===== src/rtl/sbct_pkg.sv =====
// Shared widths and helpers for the swept box collision test block.
// Depends on nothing; used by rtl/swept_box_collision_test_top.sv.
package sbct_pkg;

  localparam int POS_W  = 24;  // signed Q16.8 positions and results
  localparam int SIZE_W = 16;  // unsigned Q8.8 sizes and step size
  localparam int VEL_W  = 20;  // signed Q12.8 velocity
  localparam int RAD_W  = 40;  // squared velocity length
  localparam int ROOT_W = 20;  // root, quotients, per-step offsets
  localparam int REM_W  = 21;  // shared unit partial remainder
  localparam int UNIT_W = 23;  // shared unit shifted operand
  localparam int PX_W   = 26;  // sample centre before saturation
  localparam int DIST_W = 27;  // absolute centre distance
  localparam int OVL_W  = 29;  // doubled overlap
  localparam int SUM_W  = 17;  // size sum

  localparam logic signed [OVL_W-1:0] SAT_HI = OVL_W'(8388607);
  localparam logic signed [OVL_W-1:0] SAT_LO = -OVL_W'(8388608);

  // Saturate a wide signed value to the 24-bit signed result range.
  function automatic logic [POS_W-1:0] sat24(input logic signed [OVL_W-1:0] v);
    logic [POS_W-1:0] r;
    if (v > SAT_HI) begin
      r = POS_W'(SAT_HI);
    end else if (v < SAT_LO) begin
      r = POS_W'(SAT_LO);
    end else begin
      r = v[POS_W-1:0];
    end
    return r;
  endfunction

endpackage


===== src/rtl/swept_box_collision_test_top.sv =====
// Swept axis-aligned box collision test, sequenced over one shared
// compare-subtract unit. Depends on rtl/sbct_pkg.sv.
//
//   channel | direction | handshake          | carries
//   --------+-----------+--------------------+-------------------------------
//   in_     | input     | in_valid/in_stall  | fixed box, mover, velocity
//   out_    | output    | out_valid/out_stall| hit flag, hit centre, overlaps
//   cfg_    | input     | cfg_valid/cfg_ready| step_size register
//
// A request is squared, its root taken, the step count divided out, the two
// offsets divided, then each of k samples placed, measured and tested, and
// the result handed over. k runs from 1 to n+1, n at most MAX_STEPS; the step
// count division is skipped when step_size is zero. One shared compare-subtract
// unit runs the square root and the three divisions a bit per cycle.
// Reset (rst_n low, synchronous) empties the block and restores step_size to
// 4096. A stall on out_ holds the finished result; the next request is taken
// meanwhile and waits for the output register before finishing.
module swept_box_collision_test_top #(
  parameter int MAX_STEPS = 64
) (
  input  logic        clk,
  input  logic        rst_n,
  input  logic        in_valid,
  output logic        in_stall,
  input  logic [23:0] in_block_x,
  input  logic [23:0] in_block_y,
  input  logic [15:0] in_block_width,
  input  logic [15:0] in_block_height,
  input  logic [23:0] in_mover_x,
  input  logic [23:0] in_mover_y,
  input  logic [15:0] in_mover_width,
  input  logic [15:0] in_mover_height,
  input  logic [19:0] in_velocity_x,
  input  logic [19:0] in_velocity_y,
  output logic        out_valid,
  input  logic        out_stall,
  output logic        out_hit,
  output logic [23:0] out_hit_x,
  output logic [23:0] out_hit_y,
  output logic [23:0] out_overlap_x,
  output logic [23:0] out_overlap_y,
  input  logic        cfg_valid,
  output logic        cfg_ready,
  input  logic [15:0] cfg_step_size
);

  localparam int NW = $clog2(MAX_STEPS + 1);
  localparam int CW = $clog2(sbct_pkg::ROOT_W);
  localparam logic [CW-1:0] LAST_BIT = CW'(sbct_pkg::ROOT_W - 1);

  typedef enum logic [3:0] {
    ST_IDLE, ST_SQX, ST_SQY, ST_SQRT, ST_DIVN, ST_DIVX, ST_DIVY,
    ST_POS, ST_DIST, ST_OVL, ST_DONE
  } state_t;

  state_t state_r;
  logic [sbct_pkg::SIZE_W-1:0] step_r;

  // Captured request.
  logic [sbct_pkg::POS_W-1:0] bx_r, by_r, mx_r, my_r;
  logic [sbct_pkg::SUM_W-1:0] sw_r, sh_r;
  logic [sbct_pkg::VEL_W-1:0] vx_r, vy_r;

  // Shared unit operands.
  logic [sbct_pkg::RAD_W-1:0]  dvd_r;
  logic [sbct_pkg::REM_W-1:0]  rem_r;
  logic [sbct_pkg::ROOT_W-1:0] quo_r;
  logic [sbct_pkg::SIZE_W-1:0] div_r;
  logic [CW-1:0]               cnt_r;

  // Sample walk.
  logic [NW-1:0]               n_r, i_r;
  logic [sbct_pkg::ROOT_W-1:0] qa_x_r, qa_y_r, qx_r, qy_r;
  logic [NW:0]                 ra_x_r, ra_y_r, rx_r, ry_r;
  logic [sbct_pkg::PX_W-1:0]   px_r, py_r;
  logic [sbct_pkg::DIST_W-1:0] adx_r, ady_r;
  logic [sbct_pkg::OVL_W-1:0]  ox_r, oy_r;
  logic                        hit_r;

  // Output register.
  logic                       out_valid_r, out_hit_r;
  logic [sbct_pkg::POS_W-1:0] out_hx_r, out_hy_r, out_ox_r, out_oy_r;

  // The shared compare-subtract unit: one square root digit or one divide bit.
  logic                        sqrt_mode;
  logic [sbct_pkg::UNIT_W-1:0] unit_shift, unit_trial;
  logic [sbct_pkg::UNIT_W:0]   unit_diff;
  logic                        unit_ge;
  logic [sbct_pkg::REM_W-1:0]  rem_nxt;
  logic [sbct_pkg::ROOT_W-1:0] quo_nxt;

  assign sqrt_mode  = (state_r == ST_SQRT);
  assign unit_shift = sqrt_mode ? {rem_r, dvd_r[sbct_pkg::RAD_W-1 -: 2]}
                                : {1'b0, rem_r, dvd_r[sbct_pkg::RAD_W-1]};
  assign unit_trial = sqrt_mode ? {1'b0, quo_r, 2'b01}
                                : {(sbct_pkg::UNIT_W - sbct_pkg::SIZE_W)'(0), div_r};
  assign unit_diff  = {1'b0, unit_shift} - {1'b0, unit_trial};
  assign unit_ge    = ~unit_diff[sbct_pkg::UNIT_W];
  assign rem_nxt    = unit_ge ? unit_diff[sbct_pkg::REM_W-1:0]
                              : unit_shift[sbct_pkg::REM_W-1:0];
  assign quo_nxt    = {quo_r[sbct_pkg::ROOT_W-2:0], unit_ge};

  // Squaring uses one 20 by 20 multiplier, once per axis.
  logic signed [sbct_pkg::VEL_W-1:0]   mul_a;
  logic signed [2*sbct_pkg::VEL_W-1:0] mul_p;
  assign mul_a = $signed((state_r == ST_SQX) ? vx_r : vy_r);
  assign mul_p = mul_a * mul_a;

  // Step count from the quotient, capped, and at least one so that a zero
  // count walks start then full move.
  logic [NW-1:0] n_calc;
  always_comb begin
    if (quo_nxt > sbct_pkg::ROOT_W'(MAX_STEPS)) begin
      n_calc = NW'(MAX_STEPS);
    end else if (quo_nxt == '0) begin
      n_calc = NW'(1);
    end else begin
      n_calc = quo_nxt[NW-1:0];
    end
  end

  // Velocity magnitudes.
  logic [sbct_pkg::ROOT_W-1:0] abs_vx, abs_vy;
  assign abs_vx = vx_r[sbct_pkg::VEL_W-1] ? (sbct_pkg::ROOT_W'(0) - vx_r) : vx_r;
  assign abs_vy = vy_r[sbct_pkg::VEL_W-1] ? (sbct_pkg::ROOT_W'(0) - vy_r) : vy_r;

  // Offset accumulators: q tracks round(|v|*i/n), r the remainder over 2n.
  logic [NW:0]   two_n;
  logic [NW+1:0] rx_sum, ry_sum;
  logic          rx_wrap, ry_wrap;
  assign two_n   = {n_r, 1'b0};
  assign rx_sum  = {1'b0, rx_r} + {1'b0, ra_x_r};
  assign ry_sum  = {1'b0, ry_r} + {1'b0, ra_y_r};
  assign rx_wrap = (rx_sum >= {1'b0, two_n});
  assign ry_wrap = (ry_sum >= {1'b0, two_n});

  // Sample centre from the current offset.
  logic [sbct_pkg::PX_W-1:0] offx, offy, px_calc, py_calc;
  always_comb begin
    offx = {(sbct_pkg::PX_W - sbct_pkg::ROOT_W)'(0), qx_r};
    offy = {(sbct_pkg::PX_W - sbct_pkg::ROOT_W)'(0), qy_r};
    if (vx_r[sbct_pkg::VEL_W-1]) begin
      offx = sbct_pkg::PX_W'(0) - offx;
    end
    if (vy_r[sbct_pkg::VEL_W-1]) begin
      offy = sbct_pkg::PX_W'(0) - offy;
    end
    px_calc = {{2{mx_r[sbct_pkg::POS_W-1]}}, mx_r} + offx;
    py_calc = {{2{my_r[sbct_pkg::POS_W-1]}}, my_r} + offy;
  end

  // Absolute centre distance.
  logic [sbct_pkg::DIST_W-1:0] dx, dy;
  assign dx = {{3{bx_r[sbct_pkg::POS_W-1]}}, bx_r} - {px_r[sbct_pkg::PX_W-1], px_r};
  assign dy = {{3{by_r[sbct_pkg::POS_W-1]}}, by_r} - {py_r[sbct_pkg::PX_W-1], py_r};

  // Doubled overlap: size sum minus twice the distance.
  logic [sbct_pkg::OVL_W-1:0] ox_calc, oy_calc;
  logic                       hit_calc;
  assign ox_calc = {(sbct_pkg::OVL_W - sbct_pkg::SUM_W)'(0), sw_r} - {1'b0, adx_r, 1'b0};
  assign oy_calc = {(sbct_pkg::OVL_W - sbct_pkg::SUM_W)'(0), sh_r} - {1'b0, ady_r, 1'b0};
  assign hit_calc = ($signed(ox_calc) > 0) && ($signed(oy_calc) > 0);

  logic out_free;
  assign out_free = ~out_valid_r | ~out_stall;

  always_ff @(posedge clk) begin
    if (!rst_n) begin
      state_r     <= ST_IDLE;
      step_r      <= sbct_pkg::SIZE_W'(4096);
      out_valid_r <= 1'b0;
    end else begin
      if (cfg_valid) begin
        step_r <= cfg_step_size;
      end
      // A finished request refills the output register in the same cycle
      // that the previous result leaves it.
      if (state_r == ST_DONE && out_free) begin
        out_valid_r <= 1'b1;
      end else if (out_valid_r && !out_stall) begin
        out_valid_r <= 1'b0;
      end
      case (state_r)
        ST_IDLE: begin
          if (in_valid) begin
            bx_r    <= in_block_x;
            by_r    <= in_block_y;
            mx_r    <= in_mover_x;
            my_r    <= in_mover_y;
            sw_r    <= {1'b0, in_block_width} + {1'b0, in_mover_width};
            sh_r    <= {1'b0, in_block_height} + {1'b0, in_mover_height};
            vx_r    <= in_velocity_x;
            vy_r    <= in_velocity_y;
            state_r <= ST_SQX;
          end
        end
        ST_SQX: begin
          dvd_r   <= mul_p;
          state_r <= ST_SQY;
        end
        ST_SQY: begin
          dvd_r   <= dvd_r + mul_p;
          rem_r   <= '0;
          quo_r   <= '0;
          cnt_r   <= '0;
          state_r <= ST_SQRT;
        end
        ST_SQRT: begin
          if (cnt_r == LAST_BIT) begin
            rem_r <= '0;
            quo_r <= '0;
            cnt_r <= '0;
            if (step_r == '0) begin
              n_r     <= NW'(MAX_STEPS);
              div_r   <= sbct_pkg::SIZE_W'(MAX_STEPS);
              dvd_r   <= {abs_vx, (sbct_pkg::RAD_W - sbct_pkg::ROOT_W)'(0)};
              state_r <= ST_DIVX;
            end else begin
              div_r   <= step_r;
              dvd_r   <= {quo_nxt, (sbct_pkg::RAD_W - sbct_pkg::ROOT_W)'(0)};
              state_r <= ST_DIVN;
            end
          end else begin
            rem_r <= rem_nxt;
            quo_r <= quo_nxt;
            dvd_r <= {dvd_r[sbct_pkg::RAD_W-3:0], 2'b00};
            cnt_r <= cnt_r + CW'(1);
          end
        end
        ST_DIVN, ST_DIVX, ST_DIVY: begin
          if (cnt_r == LAST_BIT) begin
            rem_r <= '0;
            quo_r <= '0;
            cnt_r <= '0;
            if (state_r == ST_DIVN) begin
              n_r     <= n_calc;
              div_r   <= sbct_pkg::SIZE_W'(n_calc);
              dvd_r   <= {abs_vx, (sbct_pkg::RAD_W - sbct_pkg::ROOT_W)'(0)};
              state_r <= ST_DIVX;
            end else if (state_r == ST_DIVX) begin
              qa_x_r  <= quo_nxt;
              ra_x_r  <= {rem_nxt[NW-1:0], 1'b0};
              dvd_r   <= {abs_vy, (sbct_pkg::RAD_W - sbct_pkg::ROOT_W)'(0)};
              state_r <= ST_DIVY;
            end else begin
              qa_y_r  <= quo_nxt;
              ra_y_r  <= {rem_nxt[NW-1:0], 1'b0};
              qx_r    <= '0;
              qy_r    <= '0;
              rx_r    <= {1'b0, n_r};
              ry_r    <= {1'b0, n_r};
              i_r     <= '0;
              state_r <= ST_POS;
            end
          end else begin
            rem_r <= rem_nxt;
            quo_r <= quo_nxt;
            dvd_r <= {dvd_r[sbct_pkg::RAD_W-2:0], 1'b0};
            cnt_r <= cnt_r + CW'(1);
          end
        end
        ST_POS: begin
          px_r <= px_calc;
          py_r <= py_calc;
          // Advance the offsets to the next sample.
          qx_r <= qx_r + qa_x_r + sbct_pkg::ROOT_W'(rx_wrap);
          qy_r <= qy_r + qa_y_r + sbct_pkg::ROOT_W'(ry_wrap);
          rx_r <= rx_wrap ? (NW+1)'(rx_sum - {1'b0, two_n}) : rx_sum[NW:0];
          ry_r <= ry_wrap ? (NW+1)'(ry_sum - {1'b0, two_n}) : ry_sum[NW:0];
          state_r <= ST_DIST;
        end
        ST_DIST: begin
          adx_r   <= dx[sbct_pkg::DIST_W-1] ? (sbct_pkg::DIST_W'(0) - dx) : dx;
          ady_r   <= dy[sbct_pkg::DIST_W-1] ? (sbct_pkg::DIST_W'(0) - dy) : dy;
          state_r <= ST_OVL;
        end
        ST_OVL: begin
          ox_r  <= ox_calc;
          oy_r  <= oy_calc;
          hit_r <= hit_calc;
          if (hit_calc || (i_r == n_r)) begin
            state_r <= ST_DONE;
          end else begin
            i_r     <= i_r + NW'(1);
            state_r <= ST_POS;
          end
        end
        ST_DONE: begin
          if (out_free) begin
            out_hit_r   <= hit_r;
            out_hx_r    <= sbct_pkg::sat24($signed({{3{px_r[sbct_pkg::PX_W-1]}}, px_r}));
            out_hy_r    <= sbct_pkg::sat24($signed({{3{py_r[sbct_pkg::PX_W-1]}}, py_r}));
            out_ox_r    <= sbct_pkg::sat24($signed(ox_r) >>> 1);
            out_oy_r    <= sbct_pkg::sat24($signed(oy_r) >>> 1);
            state_r     <= ST_IDLE;
          end
        end
        default: begin
          state_r <= ST_IDLE;
        end
      endcase
    end
  end

  assign in_stall      = (state_r != ST_IDLE);
  assign cfg_ready     = 1'b1;
  assign out_valid     = out_valid_r;
  assign out_hit       = out_hit_r;
  assign out_hit_x     = out_hx_r;
  assign out_hit_y     = out_hy_r;
  assign out_overlap_x = out_ox_r;
  assign out_overlap_y = out_oy_r;

  // An accepted request always makes the block busy on the next cycle.
  assert property (@(posedge clk) disable iff (!rst_n)
    (in_valid && !in_stall) |=> in_stall)
    else $error("accepted request did not start the sequencer");

  // A new result appears only when the sequencer hands one over.
  assert property (@(posedge clk) disable iff (!rst_n)
    $rose(out_valid) |-> $past(state_r == ST_DONE))
    else $error("result appeared without a finished request");

  // The sample walk stays within the step count and its remainders below 2n.
  assert property (@(posedge clk) disable iff (!rst_n)
    (state_r == ST_POS) |-> (i_r <= n_r && rx_r < two_n && ry_r < two_n
                             && n_r != '0))
    else $error("sample walk left its range");

endmodule

===== config.mk =====
export PLATFORM = sky130hd
export DESIGN_NAME = swept_box_collision_test_top
export DESIGN_NICKNAME = d
export VERILOG_FILES = /design/src/rtl/sbct_pkg.sv /design/src/rtl/swept_box_collision_test_top.sv
export SDC_FILE = /design/constraint.sdc
export NUM_CORES = 2
export LEC_CHECK = 0
export ABC_AREA = 1
export BUFFER_PORTS_ARGS = -buffer_cell sky130_fd_sc_hd__buf_2
export CAP_MARGIN = 20
export CORE_ASPECT_RATIO = 1.5
export CORE_MARGIN = 2
export CORE_UTILIZATION = 45
export DETAILED_ROUTE_END_ITERATION = 10
export SLEW_MARGIN = 20
export SYNTH_ARGS = -nofsm -noshare
export SYNTH_HDL_FRONTEND = slang
export SYNTH_SLANG_ARGS = --single-unit

===== constraint.sdc =====
create_clock -name clk -period 39.7 [get_ports clk]
set_clock_uncertainty 0.05 [all_clocks]
set_input_delay 0 -clock clk [delete_from_list [all_inputs] [get_ports clk]]
set_output_delay 0 -clock clk [all_outputs]
set_load 0.02 [all_outputs]

==> impl_results.md <==
- Critical Path Start Type: register
- Met3 Use GR: 3.31%
- Drt first pass iters: 7
- Die height: 444 um
- Final Critical Period: 11.86 ns
- Crit path max fanout: 40
- Fmax: 0.0843 GHz
- Seq/Total Area, Yosys: 34.6%
- Bufs and invs on worst path: 10
- Gates resized, CTS repair: 0
- Met1 GRT Util: 29.1%
- Layout cells sized above 1: 8.46%
- Reg clk slew, reported paths: 0.07 ns
- RSZ-0062 raised after global routing: no
- Vias: 49367
- DRC marker count from the first detailed-route iteration: 2923
- Worst Setup End Kind: register
- Period utilisation layout: 29.9%
- Core Rows: 161
- Outcome: complete, no violations
- I/O pins: 321
- Leading area contributor after synthesis: edfxtp_1
- Synth warnings: 0
- Critical path arrival: 12.22 ns
- Layout Area Growth over Synthesis: 17.7%
- Slowest cell on crit path: fa_1
- Post-synthesis sequential element count: 676
- Top post-synthesis cells by area: edfxtp_1 (34%), fa_1 (14%), ha_1 (8.7%), inv_1 (8.6%), nand2_1 (7.7%)
- Req. time, crit path: 40.06 ns
- Die X: 297 um
- Core Area: 0.128 mm2
- Yosys top cell area share: 33.8%
- Slew at the pin with the worst max-slew slack: 1.14 ns
- Total gr overflow: 0
- Die Footprint: 0.132 mm2
- Post-synth top cells: inv_1 (1333), nand2_1 (1196), edfxtp_1 (655), nor2_1 (601), a21oi_1 (525)
- Cell count after synthesis: 6803
- All-layer global routing usage: 29.0%
- Most frequent cell after synthesis: inv_1
- Fin. Hold Viols: 0
- Vias in the first global route: 51309
- CTS tree: done
- Slew Limit Fails: 0
- Setup CP Type: register to register
- GR Layer Usage met2: 54.6%
- Drt drc: 0
- Vias per inst: 5.31
- Detail Route Antenna Nets: 0
- Final #Nets: 8549
- Number of distinct library cells after synthesis: 76
- Routability cong.: 1.03
- Ys flop type: edfxtp_1
- EDFF count, synth: 655
- Post-synthesis net count: 7827
- Relative slew margins: 23.3%
- TNS Setup: 0 ns
- Synthesized area per cell: 8.54 um2
- Max incr delay on CP: 0.84 ns
- Port Buffers: 319
- Clk root buf: clkbuf_16
- Grt peak-use layer: met2
- Asr flop ratio synth: 0%
- Post-DR wirelength/cell: 20.7 um
- Clk sinks: 676
- Skew-Pair Late Insertion Delay: 0.69 ns
- CTS H-tree depth: 3
- Initial Utilization: 45.3%
- First-pass GRT wire length: 291000 um
- Netlist Area Pre-Place: 0.0581 mm2
- Largest net degree at the start of global routing: 137
- Tightest Hold Check Type: primary input to register
- Final WL: 193000 um
- CTS Buf Count: 74
- Max-Cap Viols: 0
- Final setup viols: 0
- Delay-heaviest family, CP: adder cells
- Initial antenna violation count: 7
- CTS Buffer Depth: 3
- Post-layout util: 53.3%
- Hpwl dp: 154000 um
## state kept, by name, summed over array words and instances (netlist names), 26 cells and up
signal / cells
ady_r: 27
dvd_r: 40
adx_r: 27
oy_r: 28
px_r: 26
ox_r: 28
py_r: 26
## metal layers
layer	share of wire, %	wire length, um
met1	34	66300
met4	8.7	16800
met2	52	101000
met3	4.6	8800
met5	0	0
## through the flow
stage               hold WS, ns  setup slack (ns)  std cells  area (um2)
finish                   0.0478             27.84       9300       68400
global route             0.0277             26.94       9300       68400
detailed placement        0.128             28.18       8770       62000
CTS                    0.000497             28.15       9297       68400
global placement          0.127             28.25       8770       61900
floorplan                0.0489             26.51       6803       58100
## area by class of cell
class | instances | area (um2)
clock buffers | 89 | 1950
inverters | 1357 | 5100
diodes | 3 | 7.51
repair buffers | 768 | 5960
well taps | 1711 | 2140
fillers | 11857 | 59900
flip-flops and latches | 676 | 20100
clock inverters | 48 | 583
multi-input cells | 4648 | 32600
## timing repair
item | 4_1_cts | 5_1_grt
hold buffers | 390 | 0
buffers inserted | 0 | 0
hold endpoints to repair | 191 | 0
## layout by cell type, fill, tap and decap left out, types with 12 or more instances in the layout
| cell type | instances |
|---|---|
| nand2_2 | 19 |
| nor4_1 | 29 |
| clkbuf_16 | 76 |
| nand3_1 | 256 |
| xor2_1 | 221 |
| fa_1 | 401 |
| clkinv_1 | 18 |
| o211ai_1 | 27 |
| nand4_1 | 71 |
| nor2_1 | 594 |
| nor3_1 | 56 |
| buf_4 | 58 |
| nand2_1 | 1196 |
| a21o_1 | 28 |
| nand3b_1 | 12 |
| o21bai_1 | 22 |
| inv_1 | 1331 |
| and2_1 | 15 |
| buf_2 | 319 |
| a31oi_1 | 34 |
| dlygate4sd3_1 | 390 |
| inv_2 | 16 |
| clkbuf_1 | 13 |
| xnor2_1 | 103 |
| o21a_1 | 25 |
| dfxtp_1 | 21 |
| o2111ai_1 | 17 |
| o21ai_0 | 387 |
| o21ai_1 | 29 |
| ha_1 | 402 |
| a21oi_1 | 522 |
| edfxtp_1 | 655 |
| or2_2 | 33 |
## worst paths after layout
path                           startpoint             endpoint  slack, ns  cells after the start
setup reg to reg  state_r[0]$_SDFFE_PN0P_  dvd_r[36]$_DFFE_PP_      27.84                     37
setup / recovery  state_r[0]$_SDFFE_PN0P_  dvd_r[36]$_DFFE_PP_      27.84                     37
hold / removal             in_block_x[18]   bx_r[18]$_DFFE_PP_       0.05                      2
hold reg to reg           hit_r$_DFFE_PP_    out_hit$_DFFE_PP_       0.37                      0
## cell families (layout without fill, tap and decap cells)
| group | after synthesis | count (layout) | synth area share [%] |
|---|---|---|---|
| other | 1 | 4 | 0.00645 |
| adders and majority gates | 803 | 803 | 22.5 |
| buffers and inverters | 1479 | 2262 | 9.62 |
| xor gates and xnor gates | 331 | 331 | 5.10 |
| and+or+nand+nor | 2332 | 2332 | 16.9 |
| muxes | 2 | 2 | 0.0344 |
| DFF | 676 | 676 | 34.6 |
| AOI/OAI and AO/OA | 1179 | 1179 | 11.3 |
Power is left out: the tool's default activity adds up to more than one toggle a clock period on the data nets, which glitch-free logic cannot reach.
